## src/rtl/key_click_classifier_core_assert.svh

```systemverilog
// Assertion helpers for the key click classifier. Both expect signals named
// clk and rst_n in the module that uses them.
`ifndef KEY_CLICK_CLASSIFIER_CORE_ASSERT_SVH
`define KEY_CLICK_CLASSIFIER_CORE_ASSERT_SVH

// Consequent must hold in the same cycle as the antecedent.
`define KCC_ASSERT_SAME(label, ante, cons, msg) \
    label: assert property (@(posedge clk) disable iff (!rst_n) (ante) |-> (cons)) \
        else $error(msg);

// Consequent must hold in the cycle after the antecedent.
`define KCC_ASSERT_NEXT(label, ante, cons, msg) \
    label: assert property (@(posedge clk) disable iff (!rst_n) (ante) |=> (cons)) \
        else $error(msg);

`endif

```

## src/rtl/kcc_pkg.sv

```systemverilog
`timescale 1ns / 1ps

package kcc_pkg;

    localparam int unsigned COUNT_W = 8;
    localparam int unsigned KEY_W   = 4;
    localparam int unsigned KIND_W  = 2;
    localparam int unsigned CFG_W   = 8;
    localparam int unsigned IDX_W   = 1;

    localparam logic [COUNT_W-1:0] COUNT_MAX         = 8'd255;
    localparam logic [COUNT_W-1:0] LATCH_TICK        = 8'd2;
    localparam logic [COUNT_W-1:0] PRESS_CLEAR_AFTER = 8'd3;

    localparam logic [COUNT_W-1:0] SINGLE_DELAY_RST = 8'd30;
    localparam logic [COUNT_W-1:0] LONG_DELAY_RST   = 8'd100;

    localparam logic [IDX_W-1:0] REG_SINGLE_DELAY = 1'b0;
    localparam logic [IDX_W-1:0] REG_LONG_DELAY   = 1'b1;

    typedef enum logic [KIND_W-1:0] {
        KIND_SINGLE = 2'd0,
        KIND_DOUBLE = 2'd1,
        KIND_LONG   = 2'd2
    } kind_t;

    typedef struct packed {
        logic [COUNT_W-1:0] release_count;
        logic [COUNT_W-1:0] press_count;
        logic [COUNT_W-1:0] key_history;
    } kcc_state_t;

    typedef struct packed {
        logic             have;
        kind_t            kind;
        logic [KEY_W-1:0] key;
    } kcc_event_t;

endpackage

```

## src/rtl/key_click_classifier_core.sv

```systemverilog
`timescale 1ns / 1ps
`include "key_click_classifier_core_assert.svh"

// Key click classifier.
// Each item on the input channel (in_valid, in_ready, key_code) is one scan
// tick of a keypad: key code 0 means released, any other code means pressed.
// From the run lengths of presses and releases the block reports single,
// double and long clicks on the output channel (out_valid, out_ready,
// event_kind, event_key). A tick gives either no item or exactly one.
// The configuration port (cfg_wr_en, cfg_index, cfg_data) sets the single
// click delay (index 0) and the long click delay (index 1); write it only
// while no tick is in flight.
// A click item appears on the output in the cycle after the tick that causes
// it is accepted. Throughput: one tick per cycle while in_ready is high, set
// by the single registered pass through the counter compare and update logic.
// The output register holds one item: in_ready stays high while the output
// is empty or being taken, so a stalled receiver stops the input only while
// a click item waits on the output. Reset clears the counters and key
// history, restores the delays to 30 and 100 ticks and empties the output.
module key_click_classifier_core
(
    input  logic                          clk,
    input  logic                          rst_n,
    input  logic                          cfg_wr_en,
    input  logic [kcc_pkg::IDX_W-1:0]     cfg_index,
    input  logic [kcc_pkg::CFG_W-1:0]     cfg_data,
    input  logic                          in_valid,
    output logic                          in_ready,
    input  logic [kcc_pkg::KEY_W-1:0]     key_code,
    output logic                          out_valid,
    input  logic                          out_ready,
    output logic [kcc_pkg::KIND_W-1:0]    event_kind,
    output logic [kcc_pkg::KEY_W-1:0]     event_key
);
    import kcc_pkg::*;

    logic [COUNT_W-1:0] single_delay_reg;
    logic [COUNT_W-1:0] long_delay_reg;
    kcc_state_t         state_reg;
    kcc_state_t         state_next;
    kcc_event_t         step_result;
    logic               out_valid_reg;
    logic               out_valid_next;
    kind_t              event_kind_reg;
    logic [KEY_W-1:0]   event_key_reg;
    logic               in_fire;
    logic               click_fire;
    logic               long_fire;
    kind_t              step_kind;

    // The tick is taken whenever the output slot is free or drains this cycle.
    assign in_ready = !out_valid_reg || out_ready;
    assign in_fire  = in_valid && in_ready;

    kcc_step u_step
    (
        .state        (state_reg),
        .key_code     (key_code),
        .single_delay (single_delay_reg),
        .long_delay   (long_delay_reg),
        .state_next   (state_next),
        .result       (step_result)
    );

    // Configuration registers; every index of the port maps to a register.
    always_ff @(posedge clk or negedge rst_n)
    begin
        if (!rst_n)
        begin
            single_delay_reg <= SINGLE_DELAY_RST;
            long_delay_reg   <= LONG_DELAY_RST;
        end
        else if (cfg_wr_en)
        begin
            unique case (cfg_index)
                REG_SINGLE_DELAY: single_delay_reg <= cfg_data;
                REG_LONG_DELAY:   long_delay_reg   <= cfg_data;
                default:          ;
            endcase
        end
    end

    // Classifier state advances once per accepted tick.
    always_ff @(posedge clk or negedge rst_n)
    begin
        if (!rst_n)
        begin
            state_reg <= '0;
        end
        else if (in_fire)
        begin
            state_reg <= state_next;
        end
    end

    always_comb
    begin
        out_valid_next = out_valid_reg;
        if (in_fire)
        begin
            out_valid_next = step_result.have;
        end
        else if (out_ready)
        begin
            out_valid_next = 1'b0;
        end
    end

    always_ff @(posedge clk or negedge rst_n)
    begin
        if (!rst_n)
        begin
            out_valid_reg <= 1'b0;
        end
        else
        begin
            out_valid_reg <= out_valid_next;
        end
    end

    // The payload only loads when a tick produces a click.
    always_ff @(posedge clk)
    begin
        if (in_fire && step_result.have)
        begin
            event_kind_reg <= step_result.kind;
            event_key_reg  <= step_result.key;
        end
    end

    assign out_valid  = out_valid_reg;
    assign event_kind = event_kind_reg;
    assign event_key  = event_key_reg;

    assign step_kind  = step_result.kind;
    assign click_fire = in_fire && step_result.have;
    assign long_fire  = click_fire && (step_kind == KIND_LONG);

    `KCC_ASSERT_NEXT(a_quiet_tick, in_fire && !click_fire, !out_valid_reg, "stale output item")
    `KCC_ASSERT_NEXT(a_click_valid, click_fire, out_valid_reg, "click lost on its way out")
    `KCC_ASSERT_NEXT(a_click_kind, click_fire, event_kind_reg == $past(step_kind), "kind altered")
    `KCC_ASSERT_NEXT(a_state_idle, !in_fire, $stable(state_reg), "state moved while idle")
    `KCC_ASSERT_SAME(a_long_press, long_fire, key_code != '0, "long click on release")

endmodule

```

## src/rtl/kcc_step.sv

```systemverilog
`timescale 1ns / 1ps

// Next-state and event logic for one scan tick.
module kcc_step
(
    input  kcc_pkg::kcc_state_t               state,
    input  logic [kcc_pkg::KEY_W-1:0]         key_code,
    input  logic [kcc_pkg::COUNT_W-1:0]       single_delay,
    input  logic [kcc_pkg::COUNT_W-1:0]       long_delay,
    output kcc_pkg::kcc_state_t               state_next,
    output kcc_pkg::kcc_event_t               result
);
    import kcc_pkg::*;

    logic               long_hit;
    logic               latch;
    logic               in_window;
    logic [COUNT_W-1:0] rel_inc;
    logic [COUNT_W-1:0] press_inc;
    logic [COUNT_W-1:0] rel_mid;
    logic [COUNT_W-1:0] single_plus;
    logic [COUNT_W-1:0] long_plus;

    assign rel_inc     = (state.release_count == COUNT_MAX) ? state.release_count
                                                            : COUNT_W'(state.release_count + 1'b1);
    assign press_inc   = (state.press_count == COUNT_MAX) ? state.press_count
                                                          : COUNT_W'(state.press_count + 1'b1);
    assign single_plus = COUNT_W'(single_delay + 1'b1);
    assign long_plus   = COUNT_W'(long_delay + 1'b1);
    assign long_hit    = (state.press_count == long_delay);
    assign latch       = (state.press_count == LATCH_TICK);
    // A long click pushes the release count out of the window before the latch looks at it.
    assign rel_mid     = long_hit ? single_plus : state.release_count;
    assign in_window   = (rel_mid < single_delay);

    always_comb
    begin
        state_next = state;
        result     = '{have: 1'b0, kind: KIND_SINGLE, key: state.key_history[KEY_W-1:0]};
        if (key_code == '0)
        begin
            result.have = (state.release_count == single_delay);
            if (state.release_count > PRESS_CLEAR_AFTER)
            begin
                state_next.press_count = '0;
            end
            state_next.release_count = rel_inc;
        end
        else
        begin
            result.have = long_hit;
            result.kind = KIND_LONG;
            state_next.release_count = rel_mid;
            state_next.press_count   = press_inc;
            if (latch)
            begin
                state_next.key_history = {state.key_history[KEY_W-1:0], key_code};
                if (in_window)
                begin
                    // Press inside the single window: double when the key repeats.
                    result.have = 1'b1;
                    result.kind = (state.key_history[KEY_W-1:0] == key_code) ? KIND_DOUBLE
                                                                            : KIND_SINGLE;
                    result.key  = key_code;
                    state_next.release_count = single_plus;
                    state_next.press_count   = long_plus;
                end
                else
                begin
                    state_next.release_count = '0;
                end
            end
        end
    end

endmodule
```

## config.mk

```make
export PLATFORM = sky130hd
export DESIGN_NAME = key_click_classifier_core
export DESIGN_NICKNAME = d
export VERILOG_FILES = /design/src/rtl/kcc_pkg.sv /design/src/rtl/key_click_classifier_core.sv /design/src/rtl/kcc_step.sv
export VERILOG_INCLUDE_DIRS = /design/src /design/src/rtl
export SDC_FILE = /design/constraint.sdc
export NUM_CORES = 1
export LEC_CHECK = 0
export ABC_AREA = 1
export ABC_CLOCK_PERIOD_IN_PS = 3050
export BUFFER_PORTS_ARGS = -buffer_cell sky130_fd_sc_hd__buf_2
export CORE_ASPECT_RATIO = 1.1
export CORE_MARGIN = 2
export CORE_UTILIZATION = 55
export CTS_CLUSTER_DIAMETER = 60
export DETAILED_ROUTE_END_ITERATION = 10
export PLACE_DENSITY = 0.81
export SLEW_MARGIN = 20
export SYNTH_ARGS = -nofsm -noshare
export SYNTH_HDL_FRONTEND = slang
export SYNTH_SLANG_ARGS = --single-unit
```

## constraint.sdc

```tcl
create_clock -name clk -period 3.05 [get_ports clk]
set_input_delay 0.305 -clock clk [delete_from_list [all_inputs] [get_ports clk]]
set_output_delay 0.305 -clock clk [all_outputs]
set_load 0.01 [all_outputs]
```

==> out/results.ini <==
[finish]
fillCellCount = 476
antenna_cells = 0
finish.net_count = 499
layout-drive-gt1-share_pct = 20.0
fin_cells = 545
largest_reg_flops = 20
design_area_um2 = 3570
final_core_util_pct = 65.8
area_growth_syn_to_layout_pct = 14.3

[power]
power.density_cell_area_nw_per_um2 = 755
power_frac_seq_pct = 34.9
switchingPower_w = 0.00118
cell_internal_pwr_w = 0.00152
p_clk_share_pct = 17.2
vdd_drop_max_mv = 0.450
power_leakage_nw = 1.77
comb_power_share_pct = 48.0
swShare_pct = 43.7

[timing]
worst_pin_slew_ns = 0.848
finalSetupTns_ns = 0
timing.clock.skew_ns = 0.0107
final_max_slew_viol_count = 0
finalHoldViolCount = 0
final.period_utilization_pct = 95.0
finalWorstPathRequiredPeriod_ns = 2.90
timing.fmax_mhz = 345
setup_viol_count_final = 0
slew-limit-headroom_pct = 43.5

[logic_synthesis]
postSynthRegisterBits = 43
synth_top_cells_by_area = sky130_fd_sc_hd__dfrtp_1 24%, sky130_fd_sc_hd__nand2_1 13%, sky130_fd_sc_hd__inv_1 6.8%, sky130_fd_sc_hd__o21ai_0 5.9%, sky130_fd_sc_hd__dfstp_2 5.9%
synth_largest_type_area_fraction_pct = 24.0
synth-xor-area-share_pct = 7.53
main_combinational_cell_family_by_area_after_synthesis = simple AND/OR/NAND/NOR gates
post-synth-top-area-cell = sky130_fd_sc_hd__dfrtp_1
netlist_top_cells_count = 108 x sky130_fd_sc_hd__nand2_1, 57 x sky130_fd_sc_hd__inv_1, 41 x sky130_fd_sc_hd__nor2_1
synth_cell_type_count = 39
synth_edf_count = 6
synthMostInstantiatedCell = sky130_fd_sc_hd__nand2_1
syn-mean-instance-area_um2 = 7.35
mappedNetlistNets = 455
synth-main-ff-cell = sky130_fd_sc_hd__dfrtp_1
synthesis.yosys.warnings = 0
yosys-mux-area-fraction_pct = 0
ys_seq_area_share_pct = 35.7
post_synth_fa_ha_maj_area_fraction_pct = 4.81
synth_simple_gate_area_share_pct = 30.6
synth.cell_area_um2 = 3120
synth_cells = 425
synth_compound_area_share_pct = 11.4
synth-async-reset-ratio_pct = 86.0

[critical_path]
r2r-start = single_delay_reg[3]
worst_path_max_delay_cell = sky130_fd_sc_hd__dfstp_2
r2r_slack_ns = 0.15
worst_setup_path_category = reg -> reg
rr_worst_depth = 18
crit_reg_reg_endpoint = event_kind[0]
critical_path_s_largest_stage_delay_ns = 0.59
cp_data_required_time_ns = 3.09
worst_path_dominant_cell_family = simple AND/OR/NAND/NOR gates
largest_driver_fanout_on_the_critical_path = 6
cp_common_cell = sky130_fd_sc_hd__nand2_1
timing.critical_path.arrival_ns = 2.93
worst-path-buf-inv = 4
worstPathCellList = nand2_2, inv_2, nand4_1, nor3_2, xor2_1, o21ai_1, ha_1, nand2_1, nor2_1, nor2_1, nand2_1, inv_2, nand3_2, nand2_1, inv_1, nand2_1, nand2_2, inv_4
critPathLaunchType = flop
capturing_element_type_of_the_critical_path = flop

[cts]
tritoncts = yes
clkSinkCount = 43
numCtsBuffers = 5
clock-root-buffer = sky130_fd_sc_hd__clkbuf_8
cts.htree.levels = 2
insertion_delay_ns = 0.31
cts_hold_buffers = 0
cts.reportedPaths.clkPinSlew_ns = 0.09
clk_path_buf_depth = 2

[route]
total_wire_length_after_detailed_routing_um = 7470
firstDrtPassIters = 4
drt.antenna.violating_nets = 0
via_total_after_detailed_routing = 2962
routed_wire_length_per_instance_um = 13.7
viasPerCell = 5.43
post-route-drc-count = 0
number_of_drc_markers_in_iteration_0 = 210

[placement]
placedCellCount = 534
port-buffer-count = 25
dpl-instance-area_um2 = 3420
gp_routability_congestion = 0.965
dpl.hpwl_um = 5630

[grt]
vias_in_the_first_global_route = 2767
grt_max_degree = 38
track_usage_pct = 25.3
grt_first_pass_wirelength_um = 12400
antenna_found_initial = 0
grt_overflow = 0

[floorplan]
boundaryPins = 26
placement_row_count = 28
floorplan.initialDensity_pct = 57.5
die_w_um = 75.9
standard_cell_core_area_um2 = 5430
die_height_um = 83.0
die_area_um2 = 6300

[outcome]
outcome = finished clean

[hold_path]
holdCritPathClass = in -> async

[flow_run]
maxCapViolCount = 0

stage by stage:
stage	worst slack [ns]	hold WS [ns]	total power [W]
after CTS	0.0262	0.119	0.00266
after floorplan	0.162	0.00941	0.00187
after detailed placement	0.0442	0.451	0.00220
after global routing	-0.0358	0.167	0.00291
final	0.153	0.0963	0.00270
after global placement	0.135	0.462	0.00216
power by group through the flow:
stage / clock network (W) / logic, W / registers, W
final: 0.000464 / 0.00129 / 0.000940
after global routing: 0.000489 / 0.00147 / 0.000959
after CTS: 0.000465 / 0.00126 / 0.000934
after detailed placement: 0 / 0.00125 / 0.000946
after global placement: 0 / 0.00122 / 0.000941
after floorplan: 0 / 0.000993 / 0.000878
worst max-delay path by stage:
| stage | depth (start not counted) | startpoint | endpoint | slack [ns] |
|---|---|---|---|---|
| floorplan | 19 | long_delay_reg[6] | event_key[0] | 0.16 |
| global placement | 18 | long_delay_reg[6] | event_key[1] | 0.13 |
| detailed placement | 18 | long_delay_reg[6] | event_kind[0] | 0.04 |
| CTS | 18 | long_delay_reg[6] | event_kind[0] | 0.03 |
| global route | 18 | single_delay_reg[3] | event_kind[0] | -0.04 |
| finish | 18 | single_delay_reg[3] | event_kind[0] | 0.15 |
placed cells by master (no fill, tap or decap), types with 3 or more instances in the layout:
master and count:
sky130_fd_sc_hd__a21oi_1 10, sky130_fd_sc_hd__a31oi_1 3, sky130_fd_sc_hd__buf_2 25, sky130_fd_sc_hd__buf_4 25, sky130_fd_sc_hd__clkbuf_8 5, sky130_fd_sc_hd__dfrtp_1 30, sky130_fd_sc_hd__dfstp_2 7, sky130_fd_sc_hd__edfxtp_1 6
sky130_fd_sc_hd__ha_1 12, sky130_fd_sc_hd__inv_1 53, sky130_fd_sc_hd__inv_2 6, sky130_fd_sc_hd__nand2_1 105, sky130_fd_sc_hd__nand2_2 4, sky130_fd_sc_hd__nand3_1 24, sky130_fd_sc_hd__nand4_1 7, sky130_fd_sc_hd__nor2_1 41
sky130_fd_sc_hd__nor2_2 6, sky130_fd_sc_hd__nor3_1 3, sky130_fd_sc_hd__nor4_1 4, sky130_fd_sc_hd__o21ai_0 37, sky130_fd_sc_hd__o21ai_1 5, sky130_fd_sc_hd__o22ai_1 3, sky130_fd_sc_hd__xnor2_1 6, sky130_fd_sc_hd__xor2_1 19
metal layers:
metal  GRT usage (%)  up-vias  share of wire (%)  wire (µm)
li1                -     1463                  -          -
met1            33.2     1378                 42       3140
met2            41.2      110                 50       3710
met3            4.73       11                6.7        498
met4            7.81        0                1.7        125
met5               0        -                  0          0
repair_timing:
action | in CTS | in global routing
buffers inserted | 0 | 3
resized for setup | 0 | 9
endpoints found under the setup margin | 0 | 21
kinds of logic (layout without fill, tap and decap cells):
family / count (synthesis) / in the layout
simple gates: 206 / 206
fa+ha+maj: 12 / 12
buf+inv: 73 / 118
xor+xnor: 26 / 26
flops: 43 / 43
compound gates: 65 / 65
cell type report:
class / count / area, µm² / share of cell area [%]
timing repair buffer: 50 / 313 / 8.76
tap: 75 / 93.8 / 2.63
clock inverter: 3 / 43.8 / 1.23
multi-input combinational: 309 / 1710 / 47.9
inverter: 60 / 228 / 6.37
sequential: 43 / 1110 / 31.2
clock buffer: 5 / 68.8 / 1.93
(Power assumes the default switching activity.)
